==> config.mk <==
export PLATFORM = sky130hd
export DESIGN_NAME = quadrature_yaw_tracker_top_flat
export DESIGN_NICKNAME = d
export VERILOG_FILES = /design/src/hdl/qyt_pkg.sv /design/src/hdl/qyt_in_if.sv /design/src/hdl/qyt_out_if.sv /design/src/hdl/qyt_limits.sv /design/src/hdl/qyt_tracker.sv /design/src/hdl/qyt_angle.sv /design/src/hdl/quadrature_yaw_tracker_top.sv /design/src/flat_wrapper.sv
export SDC_FILE = /design/constraint.sdc
export NUM_CORES = 1
export LEC_CHECK = 0
export ABC_AREA = 1
export BUFFER_PORTS_ARGS = -buffer_cell sky130_fd_sc_hd__buf_4
export CORE_MARGIN = 10
export CORE_UTILIZATION = 40
export DETAILED_ROUTE_END_ITERATION = 16
export PLACE_DENSITY = 0.54
export SYNTH_ARGS = -nofsm -noshare
export SYNTH_HDL_FRONTEND = slang
export SYNTH_SLANG_ARGS = --single-unit
==> constraint.sdc <==
create_clock -name i_clk -period 7.6 [get_ports i_clk]
set_clock_uncertainty 0.2 [all_clocks]
set_input_delay 0.76 -clock i_clk [delete_from_list [all_inputs] [get_ports i_clk]]
set_output_delay 0.76 -clock i_clk [all_outputs]
set_load 0.02 [all_outputs]
==> src/hdl/qyt_pkg.sv <==
// Shared constants, transition codes and inter-module types of the yaw tracker.
package qyt_pkg;

    // Field widths
    localparam int DEG_W      = 10;
    localparam int CNT_W      = 11;
    localparam int UP_W       = 9;
    localparam int CFG_IDX_W  = 1;
    localparam int CFG_DATA_W = 10;

    // Products count*scale and limit*divisor, sized for scale and divisor up to 4096
    localparam int PROD_W = 25;
    localparam int MAG_W  = 24;

    // Parameter defaults
    localparam int SCALE_DEF   = 360;
    localparam int DIVISOR_DEF = 448;

    // Register indexes
    localparam logic [CFG_IDX_W-1:0] REG_UPPER = 1'd0;
    localparam logic [CFG_IDX_W-1:0] REG_LOWER = 1'd1;

    // Register reset values
    localparam logic [UP_W-1:0]         UPPER_RST = 9'd179;
    localparam logic signed [DEG_W-1:0] LOWER_RST = -10'sd180;

    // Input item kinds
    localparam logic MODE_PHASE = 1'b0;
    localparam logic MODE_REF   = 1'b1;

    // Cycles the limit datapath needs after reset or a limit write
    localparam int                SETTLE_W    = 2;
    localparam logic [SETTLE_W-1:0] SETTLE_LOAD = 2'd3;

    // Transition codes {previous A B, new A B}
    localparam logic [3:0] QC_FWD_00_01 = 4'b0001;
    localparam logic [3:0] QC_FWD_01_11 = 4'b0111;
    localparam logic [3:0] QC_FWD_11_10 = 4'b1110;
    localparam logic [3:0] QC_FWD_10_00 = 4'b1000;
    localparam logic [3:0] QC_REV_00_10 = 4'b0010;
    localparam logic [3:0] QC_REV_01_00 = 4'b0100;
    localparam logic [3:0] QC_REV_11_01 = 4'b1101;
    localparam logic [3:0] QC_REV_10_11 = 4'b1011;

    // Wrap thresholds and set-back counts derived from the limit registers
    typedef struct packed {
        logic signed [PROD_W-1:0] thr_hi;
        logic signed [PROD_W-1:0] thr_lo;
        logic [CNT_W-1:0]         back_up;
        logic [CNT_W-1:0]         back_lo;
        logic signed [DEG_W-1:0]  up_deg;
        logic signed [DEG_W-1:0]  lo_deg;
        logic                     settled;
    } t_limits;

    // One item after the count update, on its way to the angle divider
    typedef struct packed {
        logic [MAG_W-1:0]        mag;
        logic                    neg;
        logic                    wrap;
        logic signed [DEG_W-1:0] lim_deg;
        logic [CNT_W-1:0]        count;
        logic                    found;
    } t_track;

    // Treat a zero scale or divisor as one
    function automatic int eff(input int v);
        return (v == 0) ? 1 : v;
    endfunction

endpackage

==> src/hdl/qyt_in_if.sv <==
// Input channel: phase sample or reference pulse with valid/ready.
interface qyt_in_if;
    logic       valid;
    logic       ready;
    logic       mode;
    logic [1:0] phases;

    modport source (output valid, output mode, output phases, input ready);
    modport sink   (input valid, input mode, input phases, output ready);
endinterface

==> src/hdl/qyt_out_if.sv <==
// Output channel: yaw angle, count and flags with valid/ready.
interface qyt_out_if;
    logic              valid;
    logic              ready;
    logic signed [9:0] yaw_degrees;
    logic signed [10:0] slot_total;
    logic              reference_found;
    logic              wrapped;

    modport source (output valid, output yaw_degrees, output slot_total,
                    output reference_found, output wrapped, input ready);
    modport sink   (input valid, input yaw_degrees, input slot_total,
                    input reference_found, input wrapped, output ready);
endinterface

==> src/hdl/qyt_limits.sv <==
// Limit registers and the short pipeline that turns them into thresholds and set-back counts.
module qyt_limits import qyt_pkg::*; #(
    parameter int COUNT_SCALE   = SCALE_DEF,
    parameter int COUNT_DIVISOR = DIVISOR_DEF
) (
    input  logic                  i_clk,
    input  logic                  i_rst_n,
    input  logic                  i_cfg_we,
    input  logic [CFG_IDX_W-1:0]  i_cfg_idx,
    input  logic [CFG_DATA_W-1:0] i_cfg_data,
    output t_limits               o_lim
);
    localparam int S_EFF = eff(COUNT_SCALE);
    localparam int D_EFF = eff(COUNT_DIVISOR);
    localparam logic signed [PROD_W-1:0] DIV_S = PROD_W'(D_EFF);

    // Reciprocal of the scale, exact for every |limit*divisor| in range
    localparam int BACK_N  = $clog2((2 ** (DEG_W - 1)) * D_EFF + 1);
    localparam int BACK_K  = BACK_N + $clog2(S_EFF);
    localparam int RB_W    = BACK_K + 1;
    localparam int RB_LO_W = (RB_W + 1) / 2;
    localparam int RB_HI_W = RB_W - RB_LO_W;
    localparam logic [RB_W-1:0] RECIP_B =
        RB_W'(((64'd1 << BACK_K) + 64'(S_EFF) - 64'd1) / 64'(S_EFF));
    localparam logic [RB_LO_W-1:0] RECIP_B_LO = RECIP_B[RB_LO_W-1:0];
    localparam logic [RB_HI_W-1:0] RECIP_B_HI = RECIP_B[RB_W-1:RB_LO_W];
    localparam int SUM_W = MAG_W + RB_W;

    logic [UP_W-1:0]            r_upper;
    logic signed [DEG_W-1:0]    r_lower;
    logic [SETTLE_W-1:0]        r_settle;
    logic signed [PROD_W-1:0]   r_up_prod;
    logic signed [PROD_W-1:0]   r_lo_prod;
    logic signed [PROD_W-1:0]   r_thr_hi;
    logic signed [PROD_W-1:0]   r_thr_lo;
    logic [MAG_W+RB_LO_W-1:0]   r_up_pp_lo;
    logic [MAG_W+RB_HI_W-1:0]   r_up_pp_hi;
    logic [MAG_W+RB_LO_W-1:0]   r_lo_pp_lo;
    logic [MAG_W+RB_HI_W-1:0]   r_lo_pp_hi;
    logic                       r_lo_neg;
    logic [CNT_W-1:0]           r_back_up;
    logic [CNT_W-1:0]           r_back_lo;

    logic [MAG_W-1:0]           up_mag;
    logic [MAG_W-1:0]           lo_mag;
    logic signed [PROD_W-1:0]   n_thr_hi;
    logic signed [PROD_W-1:0]   n_thr_lo;
    logic [SUM_W-1:0]           up_sum;
    logic [SUM_W-1:0]           lo_sum;
    logic [CNT_W-1:0]           up_q;
    logic [CNT_W-1:0]           lo_q;
    logic [SETTLE_W-1:0]        n_settle;

    // Take limit writes; restart the settle count on any write
    always_ff @(posedge i_clk) begin
        if (!i_rst_n) begin
            r_upper  <= UPPER_RST;
            r_lower  <= LOWER_RST;
            r_settle <= SETTLE_LOAD;
        end else begin
            r_settle <= n_settle;
            if (i_cfg_we) begin
                unique case (i_cfg_idx)
                    REG_UPPER: r_upper <= i_cfg_data[UP_W-1:0];
                    REG_LOWER: r_lower <= $signed(i_cfg_data[DEG_W-1:0]);
                endcase
            end
        end
    end

    always_comb begin
        if (i_cfg_we) begin
            n_settle = SETTLE_LOAD;
        end else if (r_settle != '0) begin
            n_settle = r_settle - SETTLE_W'(1);
        end else begin
            n_settle = r_settle;
        end
    end

    // Thresholds: angle >= upper is prod >= upper*D, angle <= lower is prod <= lower*D,
    // adjusted where truncation toward zero shifts the boundary around zero
    always_comb begin
        up_mag   = MAG_W'(r_up_prod);
        lo_mag   = r_lo_prod[PROD_W-1] ? MAG_W'(-r_lo_prod) : MAG_W'(r_lo_prod);
        n_thr_hi = (r_up_prod == '0) ? -(DIV_S - PROD_W'(1)) : r_up_prod;
        n_thr_lo = r_lo_prod[PROD_W-1] ? r_lo_prod : r_lo_prod + DIV_S - PROD_W'(1);
    end

    // Stage A: limit times divisor; stage B: partial products by the reciprocal
    always_ff @(posedge i_clk) begin
        r_up_prod  <= PROD_W'($signed({1'b0, r_upper})) * DIV_S;
        r_lo_prod  <= PROD_W'(r_lower) * DIV_S;
        r_thr_hi   <= n_thr_hi;
        r_thr_lo   <= n_thr_lo;
        r_up_pp_lo <= (MAG_W+RB_LO_W)'(up_mag) * (MAG_W+RB_LO_W)'(RECIP_B_LO);
        r_up_pp_hi <= (MAG_W+RB_HI_W)'(up_mag) * (MAG_W+RB_HI_W)'(RECIP_B_HI);
        r_lo_pp_lo <= (MAG_W+RB_LO_W)'(lo_mag) * (MAG_W+RB_LO_W)'(RECIP_B_LO);
        r_lo_pp_hi <= (MAG_W+RB_HI_W)'(lo_mag) * (MAG_W+RB_HI_W)'(RECIP_B_HI);
        r_lo_neg   <= r_lo_prod[PROD_W-1];
        r_back_up  <= up_q;
        r_back_lo  <= r_lo_neg ? -lo_q : lo_q;
    end

    // Stage C: sum partial products, keep the quotient bits
    always_comb begin
        up_sum = (SUM_W'(r_up_pp_hi) << RB_LO_W) + SUM_W'(r_up_pp_lo);
        lo_sum = (SUM_W'(r_lo_pp_hi) << RB_LO_W) + SUM_W'(r_lo_pp_lo);
        up_q   = up_sum[BACK_K +: CNT_W];
        lo_q   = lo_sum[BACK_K +: CNT_W];
    end

    always_comb begin
        o_lim.thr_hi  = r_thr_hi;
        o_lim.thr_lo  = r_thr_lo;
        o_lim.back_up = r_back_up;
        o_lim.back_lo = r_back_lo;
        o_lim.up_deg  = $signed({1'b0, r_upper});
        o_lim.lo_deg  = r_lower;
        o_lim.settled = (r_settle == '0);
    end

endmodule

==> src/hdl/qyt_tracker.sv <==
// Phase decoder, count loop: one item per cycle into the first stage unless stalled.
module qyt_tracker import qyt_pkg::*; #(
    parameter int COUNT_SCALE = SCALE_DEF
) (
    input  logic       i_clk,
    input  logic       i_rst_n,
    input  t_limits    i_lim,
    input  logic       i_valid,
    input  logic       i_mode,
    input  logic [1:0] i_phases,
    output logic       o_ready,
    input  logic       i_adv,
    output logic       o_s1_valid,
    output t_track     o_s1
);
    localparam int S_EFF = eff(COUNT_SCALE);
    localparam logic signed [PROD_W-1:0] SCALE_S = PROD_W'(S_EFF);

    logic [1:0]               r_prev;
    logic signed [CNT_W-1:0]  r_count;
    logic                     r_found;
    logic                     r_valid;
    t_track                   r_s1;

    logic                     en;
    logic                     take;
    logic [3:0]               code;
    logic [CNT_W-1:0]         delta;
    logic signed [CNT_W-1:0]  c1;
    logic signed [PROD_W-1:0] prod;
    logic                     hit_hi;
    logic                     hit_lo;
    logic [1:0]               n_prev;
    logic [CNT_W-1:0]         n_count;
    logic                     n_found;
    t_track                   n_s1;

    assign en      = !r_valid || i_adv;
    assign o_ready = en && i_lim.settled;
    assign take    = i_valid && o_ready;

    // Decode the transition into a count step
    always_comb begin
        code = {r_prev, i_phases};
        unique case (code)
            QC_FWD_00_01, QC_FWD_01_11, QC_FWD_11_10, QC_FWD_10_00: delta = CNT_W'(1);
            QC_REV_00_10, QC_REV_01_00, QC_REV_11_01, QC_REV_10_11: delta = '1;
            default:                                                delta = '0;
        endcase
    end

    // Step, scale and test against both limits
    always_comb begin
        c1     = r_count + $signed(delta);
        prod   = PROD_W'(c1) * SCALE_S;
        hit_hi = (prod >= i_lim.thr_hi);
        hit_lo = (prod <= i_lim.thr_lo);
    end

    // Next state and the item handed to the divider; upper limit wins
    always_comb begin
        n_prev       = r_prev;
        n_count      = r_count;
        n_found      = r_found;
        n_s1.mag     = prod[PROD_W-1] ? MAG_W'(-prod) : MAG_W'(prod);
        n_s1.neg     = prod[PROD_W-1];
        n_s1.wrap    = 1'b0;
        n_s1.lim_deg = '0;
        if (i_mode == MODE_REF) begin
            n_count  = '0;
            n_found  = 1'b1;
            n_s1.mag = '0;
            n_s1.neg = 1'b0;
        end else begin
            n_prev = i_phases;
            priority if (hit_hi) begin
                n_count      = i_lim.back_lo;
                n_s1.wrap    = 1'b1;
                n_s1.lim_deg = i_lim.lo_deg;
            end else if (hit_lo) begin
                n_count      = i_lim.back_up;
                n_s1.wrap    = 1'b1;
                n_s1.lim_deg = i_lim.up_deg;
            end else begin
                n_count = c1;
            end
        end
        n_s1.count = n_count;
        n_s1.found = n_found;
    end

    // Advance state on a transfer
    always_ff @(posedge i_clk) begin
        if (!i_rst_n) begin
            r_prev  <= '0;
            r_count <= '0;
            r_found <= 1'b0;
            r_valid <= 1'b0;
        end else begin
            if (take) begin
                r_prev  <= n_prev;
                r_count <= $signed(n_count);
                r_found <= n_found;
            end
            if (en) begin
                r_valid <= take;
            end
        end
    end

    always_ff @(posedge i_clk) begin
        if (take) begin
            r_s1 <= n_s1;
        end
    end

    assign o_s1_valid = r_valid;
    assign o_s1       = r_s1;

endmodule

==> src/hdl/qyt_angle.sv <==
// Angle divider: magnitude times reciprocal of the divisor, then sign and result register.
module qyt_angle import qyt_pkg::*; #(
    parameter int COUNT_SCALE   = SCALE_DEF,
    parameter int COUNT_DIVISOR = DIVISOR_DEF
) (
    input  logic             i_clk,
    input  logic             i_rst_n,
    input  logic             i_s1_valid,
    input  t_track           i_s1,
    output logic             o_adv,
    qyt_out_if.source        o_out
);
    localparam int S_EFF = eff(COUNT_SCALE);
    localparam int D_EFF = eff(COUNT_DIVISOR);

    // Reciprocal of the divisor, exact for every |count*scale| in range
    localparam int ANG_N   = $clog2((2 ** (CNT_W - 1)) * S_EFF + 1);
    localparam int ANG_K   = ANG_N + $clog2(D_EFF);
    localparam int RA_W    = ANG_K + 1;
    localparam int RA_LO_W = (RA_W + 1) / 2;
    localparam int RA_HI_W = RA_W - RA_LO_W;
    localparam logic [RA_W-1:0] RECIP_A =
        RA_W'(((64'd1 << ANG_K) + 64'(D_EFF) - 64'd1) / 64'(D_EFF));
    localparam logic [RA_LO_W-1:0] RECIP_A_LO = RECIP_A[RA_LO_W-1:0];
    localparam logic [RA_HI_W-1:0] RECIP_A_HI = RECIP_A[RA_W-1:RA_LO_W];
    localparam int SUM_W = MAG_W + RA_W;

    logic                     r_v2;
    logic [MAG_W+RA_LO_W-1:0] r_pp_lo;
    logic [MAG_W+RA_HI_W-1:0] r_pp_hi;
    t_track                   r_t2;
    logic                     r_vo;
    logic signed [DEG_W-1:0]  r_yaw;
    logic [CNT_W-1:0]         r_slot;
    logic                     r_found;
    logic                     r_wrap;

    logic                     en_out;
    logic                     en2;
    logic [SUM_W-1:0]         sum;
    logic [DEG_W-1:0]         q;
    logic signed [DEG_W-1:0]  deg;

    assign en_out = !r_vo || o_out.ready;
    assign en2    = !r_v2 || en_out;
    assign o_adv  = en2;

    // Drop the quotient bits out of the summed partial products; apply sign or limit
    always_comb begin
        sum = (SUM_W'(r_pp_hi) << RA_LO_W) + SUM_W'(r_pp_lo);
        q   = sum[ANG_K +: DEG_W];
        if (r_t2.wrap) begin
            deg = r_t2.lim_deg;
        end else if (r_t2.neg) begin
            deg = $signed(-q);
        end else begin
            deg = $signed(q);
        end
    end

    always_ff @(posedge i_clk) begin
        if (!i_rst_n) begin
            r_v2 <= 1'b0;
            r_vo <= 1'b0;
        end else begin
            if (en2) begin
                r_v2 <= i_s1_valid;
            end
            if (en_out) begin
                r_vo <= r_v2;
            end
        end
    end

    // Partial products stage
    always_ff @(posedge i_clk) begin
        if (en2 && i_s1_valid) begin
            r_pp_lo <= (MAG_W+RA_LO_W)'(i_s1.mag) * (MAG_W+RA_LO_W)'(RECIP_A_LO);
            r_pp_hi <= (MAG_W+RA_HI_W)'(i_s1.mag) * (MAG_W+RA_HI_W)'(RECIP_A_HI);
            r_t2    <= i_s1;
        end
    end

    // Result register; hold while the sink stalls
    always_ff @(posedge i_clk) begin
        if (en_out && r_v2) begin
            r_yaw   <= deg;
            r_slot  <= r_t2.count;
            r_found <= r_t2.found;
            r_wrap  <= r_t2.wrap;
        end
    end

    assign o_out.valid           = r_vo;
    assign o_out.yaw_degrees     = r_yaw;
    assign o_out.slot_total      = $signed(r_slot);
    assign o_out.reference_found = r_found;
    assign o_out.wrapped         = r_wrap;

endmodule

==> src/hdl/quadrature_yaw_tracker_top.sv <==
// Top level of the x4 quadrature yaw tracker.
// Pipeline: the tracker's item register, the partial products register, then the result register.
// Throughput: one item per cycle unless the output stalls or the limits settle; each transfer registers the new count.
// Reset: pipeline emptied, count/phases/found cleared, limits to 179 and -180 degrees.
// After reset and after any limit write the input is not ready while the thresholds
// and set-back counts are recomputed.
module quadrature_yaw_tracker_top import qyt_pkg::*; #(
    parameter int COUNT_SCALE   = SCALE_DEF,
    parameter int COUNT_DIVISOR = DIVISOR_DEF
) (
    input  logic                  i_clk,
    input  logic                  i_rst_n,
    input  logic                  i_cfg_we,
    input  logic [CFG_IDX_W-1:0]  i_cfg_idx,
    input  logic [CFG_DATA_W-1:0] i_cfg_data,
    qyt_in_if.sink                i_in,
    qyt_out_if.source             o_out
);
    t_limits lim;
    t_track  s1;
    logic    s1_valid;
    logic    adv;

    qyt_limits #(
        .COUNT_SCALE   (COUNT_SCALE),
        .COUNT_DIVISOR (COUNT_DIVISOR)
    ) u_limits (
        .i_clk      (i_clk),
        .i_rst_n    (i_rst_n),
        .i_cfg_we   (i_cfg_we),
        .i_cfg_idx  (i_cfg_idx),
        .i_cfg_data (i_cfg_data),
        .o_lim      (lim)
    );

    qyt_tracker #(
        .COUNT_SCALE (COUNT_SCALE)
    ) u_tracker (
        .i_clk      (i_clk),
        .i_rst_n    (i_rst_n),
        .i_lim      (lim),
        .i_valid    (i_in.valid),
        .i_mode     (i_in.mode),
        .i_phases   (i_in.phases),
        .o_ready    (i_in.ready),
        .i_adv      (adv),
        .o_s1_valid (s1_valid),
        .o_s1       (s1)
    );

    qyt_angle #(
        .COUNT_SCALE   (COUNT_SCALE),
        .COUNT_DIVISOR (COUNT_DIVISOR)
    ) u_angle (
        .i_clk      (i_clk),
        .i_rst_n    (i_rst_n),
        .i_s1_valid (s1_valid),
        .i_s1       (s1),
        .o_adv      (adv),
        .o_out      (o_out)
    );

endmodule

==> src/flat_wrapper.sv <==
// flat-port wrapper written by rule: the top's interface ports become plain ports
module quadrature_yaw_tracker_top_flat import qyt_pkg::*;
#(
    parameter int COUNT_SCALE   = SCALE_DEF,
    parameter int COUNT_DIVISOR = DIVISOR_DEF
)
  (i_clk, i_rst_n, i_cfg_we, i_cfg_idx, i_cfg_data, i_in_valid, i_in_mode, i_in_phases, i_in_ready, o_out_valid, o_out_yaw_degrees, o_out_slot_total, o_out_reference_found, o_out_wrapped, o_out_ready);
  qyt_in_if i_in_i ();
  qyt_out_if o_out_i ();
  input  logic i_clk;
  input  logic i_rst_n;
  input  logic i_cfg_we;
  input  logic [CFG_IDX_W-1:0] i_cfg_idx;
  input  logic [CFG_DATA_W-1:0] i_cfg_data;
  input wire logic [$bits(i_in_i.valid)-1:0] i_in_valid;
  input wire logic [$bits(i_in_i.mode)-1:0] i_in_mode;
  input wire logic [$bits(i_in_i.phases)-1:0] i_in_phases;
  output wire logic [$bits(i_in_i.ready)-1:0] i_in_ready;
  output wire logic [$bits(o_out_i.valid)-1:0] o_out_valid;
  output wire logic [$bits(o_out_i.yaw_degrees)-1:0] o_out_yaw_degrees;
  output wire logic [$bits(o_out_i.slot_total)-1:0] o_out_slot_total;
  output wire logic [$bits(o_out_i.reference_found)-1:0] o_out_reference_found;
  output wire logic [$bits(o_out_i.wrapped)-1:0] o_out_wrapped;
  input wire logic [$bits(o_out_i.ready)-1:0] o_out_ready;
  assign i_in_i.valid = i_in_valid;
  assign i_in_i.mode = i_in_mode;
  assign i_in_i.phases = i_in_phases;
  assign i_in_ready = i_in_i.ready;
  assign o_out_valid = o_out_i.valid;
  assign o_out_yaw_degrees = o_out_i.yaw_degrees;
  assign o_out_slot_total = o_out_i.slot_total;
  assign o_out_reference_found = o_out_i.reference_found;
  assign o_out_wrapped = o_out_i.wrapped;
  assign o_out_i.ready = o_out_ready;
  quadrature_yaw_tracker_top #(.COUNT_SCALE(COUNT_SCALE), .COUNT_DIVISOR(COUNT_DIVISOR)) u_core (.i_clk(i_clk), .i_rst_n(i_rst_n), .i_cfg_we(i_cfg_we), .i_cfg_idx(i_cfg_idx), .i_cfg_data(i_cfg_data), .i_in(i_in_i), .o_out(o_out_i));
endmodule
# Yosys cells after proc, flatten, opt, wreduce, memory -nomap -nowiden

Memories as Yosys holds them, arrays and structs flattened.
Index checks and enable logic that the tools add are counted.

Bits in registers: 400
Latch bits: 0
Bits in writable memories: 0
Bits in read-only memories: 176
Input port bits: 19
Output and inout port bits: 25
Logic and storage cells: 97
Memories: 1

$add $sub $neg: 11
$mul: 9
Div/mod/pow operators: 0
$lt $le $gt $ge: 2
Equality and inequality tests: 0
Shift operators: 0
Multiplexer cells: 12
Bitwise logic cells: 4
Reductions and logical operators: 18

Memory list:

| name             | depth | bits a word | rd ports | clocked after Yosys merged registers in | write ports | RTL line          | source |
|---|---|---|---|---|---|---|---|
| (name not given) | 16    | 11          | 1        | 0                                       | 0           | qyt_tracker.sv:45 | `unique case (code)` |

Operator list:

| kind                   | count |
|---|---|
| $add 38x38->38         | 3 |
| $mux 24                | 3 |
| $mux 11                | 6 |
| $mul 24x14->38 const B | 1 |
| $mul 24x12->36 const B | 1 |
| $mul 18x12->30 const B | 1 |
| $ge 21x25->1           | 1 |
| $le 21x25->1           | 1 |
| $logic_not 25->1       | 1 |
| $mul 24x4->22 const B  | 1 |
| $mul 24x4->23 const B  | 1 |
| $neg 20->24            | 1 |
| $neg 21->24            | 1 |
| $sub 21x2->22 const B  | 1 |
| $add 20x10->21 const B | 1 |
| $mux 10                | 2 |
| $mul 11x7->18 const B  | 1 |
| $mul 18x4->17 const B  | 1 |
| $mul 10x4->14 const B  | 1 |
| $mul 9x3->12 const B   | 1 |
| $add 11x11->11         | 1 |
| $neg 11->11            | 1 |
| $neg 10->10            | 1 |
| $reduce_and 2->1       | 3 |
| 9 further kinds        | 20 |

# Depth between registers and ports, before layout

Gate-level depths: netlist of run 1.

Depth in word-level cells: 7
Depth in mapped cells: 48
Depth with buffers taken out: 46

# Hierarchy

A second synthesis of run 1 with hierarchy kept.

Cell total of the unflattened synthesis: 4110
Area total of the unflattened synthesis: 32847.8 um2

Modules (own cells, without submodules):

| module      | instances | cells each | area each (um2) | seq. area each (um2) |
|---|---|---|---|---|
| qyt_limits  | 1         | 2019       | 16146.7         | 3223.1 |
| qyt_angle   | 1         | 1217       | 10052.1         | 2772.7 |
| qyt_tracker | 1         | 874        | 6648.9          | 1651.6 |

# Least setup slack after synthesis of run 1

OpenSTA, ideal clock, no wires.

Path kind: input to register
Start point: in i_in_phases[0]
End point: reg u_core.u_tracker.r_s1, in the netlist u_core.u_tracker.o_s1[10], data pin
Arrival: 7.296 ns
Data required time: 7.149 ns
Path slack: -0.147 ns
Stages: 45
Buffers on the path: 2
Cells stage by stage: inv_1 -> ha_1 -> xnor2_1 -> xor2_1 -> inv_1 -> ha_1 -> inv_1 -> fa_1 -> inv_1 -> nand2_1 -> nand3_2 -> a31o_2 -> xor2_1 -> ha_1 -> ha_1 -> fa_1 -> inv_1 -> fa_1 -> [... 9 more ...] -> nand2_4 -> nand2_2 -> nand2_1 -> nand2_2 -> buf_6 -> ha_1 -> nand2_1 -> nor2_1 -> a211oi_1 -> nand3_1 -> or2_2 -> nand2_1 -> inv_1 -> buf_2 -> nor2_1 -> nor2_1 -> nand2_1 -> inv_1

Longest elaborated chain between the ends: 7
Elaborated cells between the ends (all ways): 8
Classes of those cells: 1 x add/sub; 1 x mul; 2 x order compare; 3 x mux; 1 x memory

Ends and longest elaborated chain:

| what                                  | RTL line           | source |
|---|---|---|
| start, declared                       | flat_wrapper.sv:17 | `input wire logic [$bits(i_in_i.phases)-1:0] i_in_phases;` |
| $mem_v2 16x11 *                       | --                 |  |
| $add 11x11->11 *                      | qyt_tracker.sv:54  | `c1 = r_count + $signed(delta);` |
| $mul 11x7->18 *                       | qyt_tracker.sv:55  | `prod = PROD_W'(c1) * SCALE_S;` |
| named net u_core.u_tracker.prod[20]   | qyt_tracker.sv:30  | `logic signed [PROD_W-1:0] prod;` |
| $le 21x25->1                          | qyt_tracker.sv:57  | `hit_lo = (prod <= i_lim.thr_lo);` |
| $mux 11                               | qyt_tracker.sv:80  | `end else if (hit_lo) begin` |
| $mux 11 *                             | qyt_tracker.sv:76  | `priority if (hit_hi) begin` |
| $mux 11 *                             | qyt_tracker.sv:69  | `if (i_mode == MODE_REF) begin` |
| named net u_core.u_tracker.n_count[9] | qyt_tracker.sv:34  | `logic [CNT_W-1:0] n_count;` |
| end signal, assigned                  | qyt_tracker.sv:113 | `r_s1 <= n_s1;` |
| end, declared                         | qyt_tracker.sv:23  | `t_track r_s1;` |

The timed path passes the listed nets; every way through them passes the cells marked *.
A chain may end at the register's enable or synchronous reset.

# Worst setup path in the final report of run 1

Start point: in i_in_phases[0]
End point: reg u_core.u_tracker.r_s1, in the netlist u_core.u_tracker.o_s1[6], data pin

Longest elaborated chain between the ends: 7
Elaborated cells between the ends (all ways): 8
Classes of those cells: 1 x add/sub; 1 x mul; 2 x order compare; 3 x mux; 1 x memory

Ends and longest elaborated chain:

| what                                  | RTL line |
|---|---|
| $mem_v2 16x11 *                       | -- |
| $add 11x11->11 *                      | qyt_tracker.sv:54 |
| $mul 11x7->18                         | qyt_tracker.sv:55 |
| $le 21x25->1                          | qyt_tracker.sv:57 |
| $mux 11                               | qyt_tracker.sv:80 |
| $mux 11 *                             | qyt_tracker.sv:76 |
| $mux 11 *                             | qyt_tracker.sv:69 |
| named net u_core.u_tracker.n_count[5] | qyt_tracker.sv:34 |

Marks and branches as above.

==> flow_metrics.env, run 1 <==
export IMPL_status="completed"
export IMPL_clock_fmax_ghz=0.138
export IMPL_grt_overflow=0
export IMPL_setup_viol=0
export IMPL_syn_area_per_cell_sq_um=8.60
export IMPL_die_h_um=290
export IMPL_clock_path_buffers=3
export IMPL_synth_async_reset_ratio_pct=0
export IMPL_viasPerCell=4.80
export IMPL_syn_cell_area_sq_um=29200
export IMPL_critPathMostFrequentCell="nand2_1"
export IMPL_ys_flop_type="dfxtp_1"
export IMPL_postRouteAntennaNets=0
export IMPL_crit_arrival_ns=7.37
export IMPL_cp_end_kind="flip-flop"
export IMPL_core_area_sq_um=72000
export IMPL_dpl_cell_count=4528
export IMPL_syn_inst=3396
export IMPL_drv_slew=0
export IMPL_relSlewSlack_pct=40.4
export IMPL_worst_setup_path_type="in2reg"
export IMPL_grt_pass1_vias=22027
export IMPL_diodes=0
export IMPL_route_vias_total=22089
export IMPL_layout_commonest_cell="inv_1"
export IMPL_hold_violations=0
export IMPL_fin_cells=4605
export IMPL_io_buffers=43
export IMPL_drv_cap=0
export IMPL_synth_seq_cells=308
export IMPL_drt_pass1_iterations=5
export IMPL_grt_pass1_wl_mm=116
export IMPL_hold_ws_ns=0.210
export IMPL_pin_count=44
export IMPL_setup_tns_ns=0
export IMPL_cp_slowest_stage_delay_ns=0.53
export IMPL_initial_core_util_pct=40.6
export IMPL_rows=98
export IMPL_die_area_sq_um=84200
export IMPL_finalCriticalPeriod_ns=7.26
export IMPL_cp_slowest_cell="fa_1"
export IMPL_cts_made_buffers=38
export IMPL_grt_antenna_before_repair=1
export IMPL_critPathLaunchType="input port"
export IMPL_yosys_warnings=0
export IMPL_nets=4368
export IMPL_min_delay_path_class="in2reg"
export IMPL_drc=0
export IMPL_clock_sinks=308
export IMPL_setup_ws_ns=0.343
export IMPL_finalWirelength_mm=72.7
export IMPL_place_gp_congestion=0.896
export IMPL_clock_latency_ns=0.57
export IMPL_worstPathMaxFanout=7
export IMPL_rrSetupSlack_ns=0.48
export IMPL_postCtsHoldBufs=0
export IMPL_drt_iter0_drc=1003
export IMPL_nFillCells=7070
export IMPL_cts_htree_levels=2
export IMPL_grt_max_degree=69
export IMPL_cts_tree="done"
export IMPL_area_growth_synth_to_final_pct=15.1
export IMPL_clk_pin_slew_ns=0.06
export IMPL_drive_gt1_share_pct=9.88
export IMPL_rsz0062_at_grt="yes"
export IMPL_post_drt_wl_per_cell_um=15.8
export IMPL_crit_required_ns=7.72
export IMPL_worst_pin_slew_ns=0.886
export IMPL_timing_final_crit_share_pct=95.5
export IMPL_pre_cts_slack_ns=-0.483
export IMPL_dieWidth_um=290
export IMPL_synth_distinct_cells=50
export IMPL_yosysSeqAreaShare_pct=25.6
export IMPL_hpwlAfterDp_mm=61.2
export IMPL_layout_common_cells="inv_1, ha_1, nand2_1, a21oi_1, nor2_1"
export IMPL_cts_root_buffer="clkbuf_16"
export IMPL_track_usage_pct=17.0
export IMPL_synth_edff_count=130
worst max-delay path: cells and delay by family:
family,cells,cell delay (ns)
fa+ha+maj,8,2.58
buf+inv,11,1.22
simple gates,26,2.57
compound gates,2,0.23
sequential cells by signal, summed over array words and instances, names as in the netlist, 11 cells and up:
signal                           count
u_core.u_angle.r_t2                 24
u_core.u_angle.o_out.slot_total     11
u_core.u_limits.r_thr_hi            14
u_core.u_tracker.o_s1               45
u_core.u_angle.r_pp_lo              19
u_core.u_limits.r_lo_pp_lo          17
u_core.u_limits.r_back_up           11
u_core.u_limits.r_back_lo           11
u_core.u_angle.r_pp_hi              19
u_core.u_limits.r_up_pp_lo          11
u_core.u_limits.r_thr_lo            16
u_core.u_limits.r_up_prod           12
u_core.u_limits.r_lo_pp_hi          17
u_core.u_tracker.r_count            11
u_core.u_limits.r_lo_prod           14
u_core.u_limits.r_up_pp_hi          16
Yosys cell counts, types with 3 or more instances:
cell | instances | area (sq um)
edfxtp_1 | 130 | 3900
clkbuf_1 | 20 | 75.1
fa_1 | 196 | 3920
nor2_1 | 215 | 807
inv_1 | 721 | 2710
nand2_1 | 488 | 1830
nand4_1 | 34 | 213
inv_2 | 3 | 11.3
nor3_1 | 26 | 130
nor2_2 | 3 | 18.8
a21o_1 | 16 | 120
xor2_1 | 139 | 1220
nand3_1 | 105 | 526
xnor2_1 | 54 | 473
nand3_2 | 8 | 80.1
a31oi_1 | 10 | 62.6
o211ai_1 | 18 | 135
o21ai_1 | 3 | 15.0
a21oi_2 | 6 | 52.6
o21a_1 | 7 | 52.6
or2_2 | 4 | 25.0
nand3b_1 | 6 | 45.0
o21bai_1 | 11 | 82.6
ha_1 | 527 | 6590
a211oi_1 | 16 | 120
nand2_4 | 4 | 45.0
dfxtp_1 | 178 | 3560
o21ai_0 | 141 | 706
nor4_1 | 8 | 50.1
nand2_2 | 7 | 43.8
o31ai_1 | 9 | 67.6
buf_2 | 3 | 15.0
a21oi_1 | 253 | 1270
o2111ai_1 | 3 | 26.3
metrics by stage:
step | utilization, % | area (sq um)
final | 46.7 | 33600
after CTS | 45.8 | 33000
after global placement | 44.1 | 31800
after detailed placement | 44.1 | 31800
after global routing | 46.7 | 33600
after floorplan | - | 29300
layer usage:
layer | share of wire [%] | track usage, % | vias to the layer above
met5 | 0 | 0 | -
met1 | 46 | 21.8 | 10299
met4 | 2.3 | 4.33 | 0
met3 | 2.8 | 1.67 | 85
li1 | - | - | 11423
met2 | 49 | 30.0 | 282
logic make-up (layout without fill, tap and decap cells):
kind of cell             Yosys count  after routing  synth area share, %
other                              2             33               0.0257
buffers and inverters            751            979                 9.72
adder cells (fa/ha/maj)          723            723                 36.0
AND/OR/NAND/NOR                  915            915                 13.3
XOR/XNOR                         193            193                 5.79
flip-flops                       308            308                 25.6
AO/OA/AOI/OAI                    504            504                 9.58
cell type report:
class	instances	area (sq um)	area share, %
sequential	308	7470	22.2
timing repair buffer	184	1470	4.37
multi-input combinational	2368	19600	58.2
clock inverter	21	175	0.521
inverter	726	2730	8.12
tap	950	1190	3.54
clock buffer	48	1020	3.03
worst paths after layout:
path,endpoint,cells after the start,start
hold / removal,u_core.u_limits.r_lower[2],3,i_cfg_data[2]
setup reg to reg,u_core.u_tracker.o_s1[6],45,u_core.u_tracker.r_prev[0]
hold reg to reg,u_core.u_angle.o_out.slot_total[10],0,u_core.u_angle.r_t2[11]
setup / recovery,u_core.u_tracker.o_s1[6],47,i_in_phases[0]
timing repair:
item	4_1_cts	5_1_grt
setup endpoints to repair	0	33
buffers inserted	0	5
hold endpoints to repair	0	0
resized for setup	0	99
Power of run 1 is not shown: default switching activity piles up to over one toggle a cycle in this logic, so the estimate is an artifact.
==> inputs of run 2 (changes only) <==
PLACE_DENSITY = 0.64   (was 0.54)
clock period = 8.5 ns   (was 7.6 ns; I/O delays follow)
==> flow_metrics.env, run 2 (same netlist as run 1, synthesis figures left out) <==
export IMPL_status="completed"
export IMPL_io_buffers=43
export IMPL_grt_pass1_wl_mm=113
export IMPL_cts_htree_levels=2
export IMPL_cts_root_buffer="clkbuf_16"
export IMPL_layout_common_cells="inv_1, ha_1, nand2_1, a21oi_1, nor2_1"
export IMPL_nets=4262
export IMPL_rr_worst_depth=41
export IMPL_critPathLaunchType="input port"
export IMPL_diodes=0
export IMPL_hpwlAfterDp_mm=57.9
export IMPL_finalCriticalPeriod_ns=8.09
export IMPL_drive_gt1_share_pct=5.25
export IMPL_hold_violations=0
export IMPL_die_h_um=290
export IMPL_cp_end_kind="flip-flop"
export IMPL_drt_iter0_drc=1270
export IMPL_clock_fmax_ghz=0.124
export IMPL_relSlewSlack_pct=29.5
export IMPL_dieWidth_um=290
export IMPL_largest_reg_flops=45
export IMPL_die_area_sq_um=84200
export IMPL_rrSetupSlack_ns=0.60
export IMPL_setup_viol=0
export IMPL_r2r_start="u_core.u_tracker.r_prev[0]"
export IMPL_worstPathMaxFanout=13
export IMPL_place_gp_congestion=0.915
export IMPL_crit_required_ns=8.65
export IMPL_grt_antenna_before_repair=1
export IMPL_area_growth_synth_to_final_pct=10.2
export IMPL_postRouteAntennaNets=0
export IMPL_cp_slowest_stage_delay_ns=0.55
export IMPL_drv_slew=0
export IMPL_worst_setup_path_type="in2reg"
export IMPL_grt_max_degree=69
export IMPL_pin_count=44
export IMPL_hold_ws_ns=0.213
export IMPL_crit_arrival_ns=8.24
export IMPL_drv_cap=0
export IMPL_grt_overflow=0
export IMPL_post_drt_wl_per_cell_um=15.3
export IMPL_track_usage_pct=16.2
export IMPL_finalWirelength_mm=69.0
export IMPL_core_area_sq_um=72000
export IMPL_min_to="u_core.u_angle.r_t2[0]"
export IMPL_hold_depth=0
export IMPL_clock_latency_ns=0.54
export IMPL_rows=98
export IMPL_route_vias_total=22128
export IMPL_drc=0
export IMPL_cts_tree="done"
export IMPL_clock_sinks=308
export IMPL_cp_slowest_cell="fa_1"
export IMPL_critPathMostFrequentCell="nand2_1"
export IMPL_viasPerCell=4.92
export IMPL_initial_core_util_pct=40.6
export IMPL_min_delay_path_class="reg2reg"
export IMPL_clk_pin_slew_ns=0.06
export IMPL_layout_commonest_cell="inv_1"
export IMPL_cts_made_buffers=36
export IMPL_nFillCells=7056
export IMPL_drt_pass1_iterations=8
export IMPL_worst_pin_slew_ns=1.05
export IMPL_clock_path_buffers=3
export IMPL_grt_pass1_vias=22047
export IMPL_timing_final_crit_share_pct=95.2
export IMPL_r2r_end="u_core.u_tracker.o_s1[17]"
export IMPL_worstHoldStart="u_core.u_tracker.o_s1[0]"
[run 2: cell count changes in the layout (fill, tap and decap cells not counted), sizes merged]
cell and delta:
buf -104, clkinv -7, clkinvlp +4, inv -5
[run 2: final cells by class]
type                            instances  area (sq um)  share of cell area, %
Sequential cell                       308          7470                   23.2
Timing Repair inverter                  2          12.5                 0.0389
Clock inverter                         11          86.3                  0.268
Timing Repair Buffer                   78           586                   1.82
Inverter                              726          2730                   8.49
Clock buffer                           50          1020                   3.18
Multi-Input combinational cell       2368         19100                   59.3
Tap cell                              950          1190                   3.69
[run 2: routing by layer]
layer / track usage (%) / vias to the layer above / share of wire [%]
met5: 0 / - / 0
met4: 5.60 / 0 / 3.1
met3: 1.51 / 101 / 3.4
met2: 27.9 / 377 / 48
met1: 21.0 / 10424 / 45
li1: - / 11226 / -
[run 2: through the flow]
| stage | setup WS (ns) | setup TNS, ns | std cells | util, % | cell area (sq um) |
|---|---|---|---|---|---|
| 4_1_cts | 0.450 | 0 | 4487 | 44.5 | 32100 |
| 6_report | 0.409 | 0 | 4493 | 44.7 | 32200 |
| 5_1_grt | -0.0868 | -0.737 | 4493 | 44.7 | 32200 |
| 3_5_place_dp | -0.118 | -1.36 | 4426 | 43.0 | 30900 |
| 2_1_floorplan | 0.663 | 0 | 3427 | - | 29300 |
| 3_3_place_gp | 0.0929 | 0 | 4426 | 43.0 | 30900 |
[run 2: repair_timing]
| action | CTS | global route |
|---|---|---|
| setup endpoints to repair | 0 | 33 |
| hold buffers | 0 | 0 |
| resized for setup | 0 | 18 |
| buffers inserted | 0 | 4 |
[run 2: worst max-delay path by stage]
stage | start | to | cells past startpoint
floorplan | i_in_phases[0] | u_core.u_tracker.o_s1[10] | 45
global placement | i_in_phases[0] | u_core.u_tracker.o_s1[3] | 41
detailed placement | i_in_phases[1] | u_core.u_tracker.o_s1[9] | 44
CTS | i_in_phases[1] | u_core.u_tracker.o_s1[9] | 44
global route | i_in_phases[0] | u_core.u_tracker.o_s1[17] | 45
finish | i_in_phases[1] | u_core.u_tracker.o_s1[17] | 43
[run 2: critical path, delay by kind of cell]
family                     cells  cell delay [ns]
xor gates and xnor gates       2             0.40
AOI/OAI and AO/OA              5             1.04
buffers and inverters         11             1.27
adders and majority gates      8             2.79
and+or+nand+nor               17             1.86
Power of run 2 is left out for the same reason.
==> inputs of run 3 (changes only) <==
ABC_AREA = unset   (was 1)
==> flow_metrics.env, run 3 <==
export IMPL_ys_flop_type="dfxtp_1"
export IMPL_crit_required_ns=8.58
export IMPL_diodes=0
export IMPL_drt_pass1_iterations=6
export IMPL_clock_path_buffers=3
export IMPL_rows=95
export IMPL_setup_tns_ns=0
export IMPL_grt_max_degree=63
export IMPL_route_vias_total=18613
export IMPL_postRouteAntennaNets=0
export IMPL_critPathBufInv=10
export IMPL_clock_latency_ns=0.56
export IMPL_largest_reg_flops=45
export IMPL_die_area_sq_um=79500
export IMPL_pre_cts_slack_ns=-0.605
export IMPL_area_growth_synth_to_final_pct=14.8
export IMPL_grt_overflow=0
export IMPL_drt_iter0_drc=887
export IMPL_nFillCells=6215
export IMPL_yosys_top_cells_area="ha_1, fa_1, edfxtp_1"
export IMPL_synth_seq_cells=308
export IMPL_hold_ws_ns=0.205
export IMPL_grt_pass1_wl_mm=95.3
export IMPL_drv_cap=0
export IMPL_clk_pin_slew_ns=0.06
export IMPL_dieWidth_um=282
export IMPL_layout_common_cells="inv_1, ha_1, fa_1, dfxtp_1, buf_4"
export IMPL_layout_commonest_cell="inv_1"
export IMPL_finalCriticalPeriod_ns=8.23
export IMPL_min_delay_path_class="reg2reg"
export IMPL_timing_final_crit_share_pct=96.8
export IMPL_yosys_warnings=0
export IMPL_multiInputGateArea_sq_um=18400
export IMPL_setup_viol=0
export IMPL_grt_pass1_vias=18641
export IMPL_die_h_um=282
export IMPL_fin_util_pct=46.6
export IMPL_track_usage_pct=14.8
export IMPL_yosysSeqAreaShare_pct=27.2
export IMPL_cts_tree="done"
export IMPL_status="completed"
export IMPL_syn_area_per_cell_sq_um=10.0
export IMPL_synth_distinct_cells=90
export IMPL_cts_htree_levels=2
export IMPL_worst_setup_path_type="in2reg"
export IMPL_initial_core_util_pct=40.6
export IMPL_place_gp_congestion=0.900
export IMPL_cts_root_buffer="clkbuf_16"
export IMPL_viasPerCell=4.86
export IMPL_clock_sinks=308
export IMPL_pin_count=44
export IMPL_post_drt_wl_per_cell_um=14.9
export IMPL_core_area_sq_um=67600
export IMPL_yosysTopAreaCellShare_pct=24.0
export IMPL_drv_slew=0
export IMPL_synth_async_reset_ratio_pct=0
export IMPL_critPathMostFrequentCell="ha_4"
export IMPL_worstPathMaxFanout=7
export IMPL_drive_gt1_share_pct=10.5
export IMPL_cp_end_kind="flip-flop"
export IMPL_nets=3672
export IMPL_hpwlAfterDp_mm=47.0
export IMPL_setup_ws_ns=0.270
export IMPL_synth_top_area_cell="ha_1"
export IMPL_grt_antenna_before_repair=0
export IMPL_synth_edff_count=130
export IMPL_finalWirelength_mm=57.3
export IMPL_syn_inst=2739
export IMPL_relSlewSlack_pct=29.9
export IMPL_cpLargestDelayFamily="adder cells"
export IMPL_crit_arrival_ns=8.31
export IMPL_drc=0
export IMPL_syn_cell_area_sq_um=27400
export IMPL_cts_made_buffers=37
export IMPL_synthTopCellsByCount="inv_1, ha_1, fa_1"
export IMPL_cp_slowest_stage_delay_ns=0.60
export IMPL_synth_most_common_cell="inv_1"
export IMPL_clock_fmax_ghz=0.122
export IMPL_regArea_sq_um=7470
export IMPL_io_buffers=43
export IMPL_critPathLaunchType="input port"
export IMPL_cp_slowest_cell="mux4_2"
export IMPL_worst_pin_slew_ns=1.05
export IMPL_hold_violations=0
==> run 3: cell count changes in the layout (fill, tap and decap cells not counted), sizes merged, moves of 39 or more <==
cell | previous run | this run
inv | 722 | 540
xor2 | 139 | 53
nand3 | 114 | 35
a21oi | 259 | 103
xnor2 | 54 | 145
nand2 | 499 | 114
o21ai | 144 | 105
buf | 78 | 158
nor2 | 218 | 136
==> run 3: area by class of cell <==
class                           instances  area share [%]
Clock inverter                         13           0.671
Timing Repair Buffer                  158            3.95
Tap cell                              873            3.47
Inverter                              539            6.50
Clock buffer                           54            3.31
Sequential cell                       308            23.7
Multi-Input combinational cell       1886            58.4
==> run 3: path summary, 6_finish.rpt <==
check / cells past startpoint / slack [ns] / to / startpoint
max: 37 / 0.27 / u_core.u_tracker.o_s1[8] / i_in_phases[0]
min: 0 / 0.20 / u_core.u_angle.r_t2[16] / u_core.u_tracker.o_s1[16]
max reg2reg: 34 / 0.44 / u_core.u_tracker.o_s1[8] / u_core.u_tracker.r_prev[0]
min reg2reg: 0 / 0.20 / u_core.u_angle.r_t2[16] / u_core.u_tracker.o_s1[16]
==> run 3: worst reg2reg max path: cells and delay by family (launching register included) <==
kind	cells	cell delay (ns)
adder cells (fa/ha/maj)	7	1.95
AO/OA/AOI/OAI	9	1.77
AND/OR/NAND/NOR	7	1.33
multiplexers	3	1.15
buffers and inverters	8	1.03
flip-flops	1	0.39
==> run 3: kinds of logic (layout without fill, tap and decap cells) <==
family,Yosys count,count (layout),share of synthesized area [%]
multiplexers,42,42,1.65
AND/OR/NAND/NOR,479,479,8.60
adder cells (fa/ha/maj),723,723,38.3
AO/OA/AOI/OAI,410,410,9.79
other,2,33,0.0274
buffers and inverters,576,764,7.93
flip-flops,308,308,27.2
XOR/XNOR,199,199,6.43
==> run 3: what timing repair did <==
action	4_1_cts	5_1_grt
cloned	0	1
endpoints found under the setup margin	9	31
endpoints found under the hold margin	0	0
hold buffers	0	0
buffers inserted	0	7
gates resized for setup	1	28
pin swaps	0	16
==> run 3: per-stage QoR <==
| stage | cell area [sq um] | std cells |
|---|---|---|
| final | 31500 | 3831 |
| after global routing | 31500 | 3831 |
| after CTS | 31300 | 3823 |
| after detailed placement | 30000 | 3756 |
| after global placement | 30000 | 3756 |
| after floorplan | 27900 | 2770 |
==> run 3: per-layer routing <==
metal | vias to the layer above | share of wire (%) | GRT usage (%)
met2 | 233 | 46 | 24.1
li1 | 9522 | - | -
met5 | - | 0 | 0
met3 | 75 | 3.9 | 2.14
met1 | 8783 | 48 | 20.1
met4 | 0 | 2.3 | 4.03
Power of run 3 is left out for the same reason.
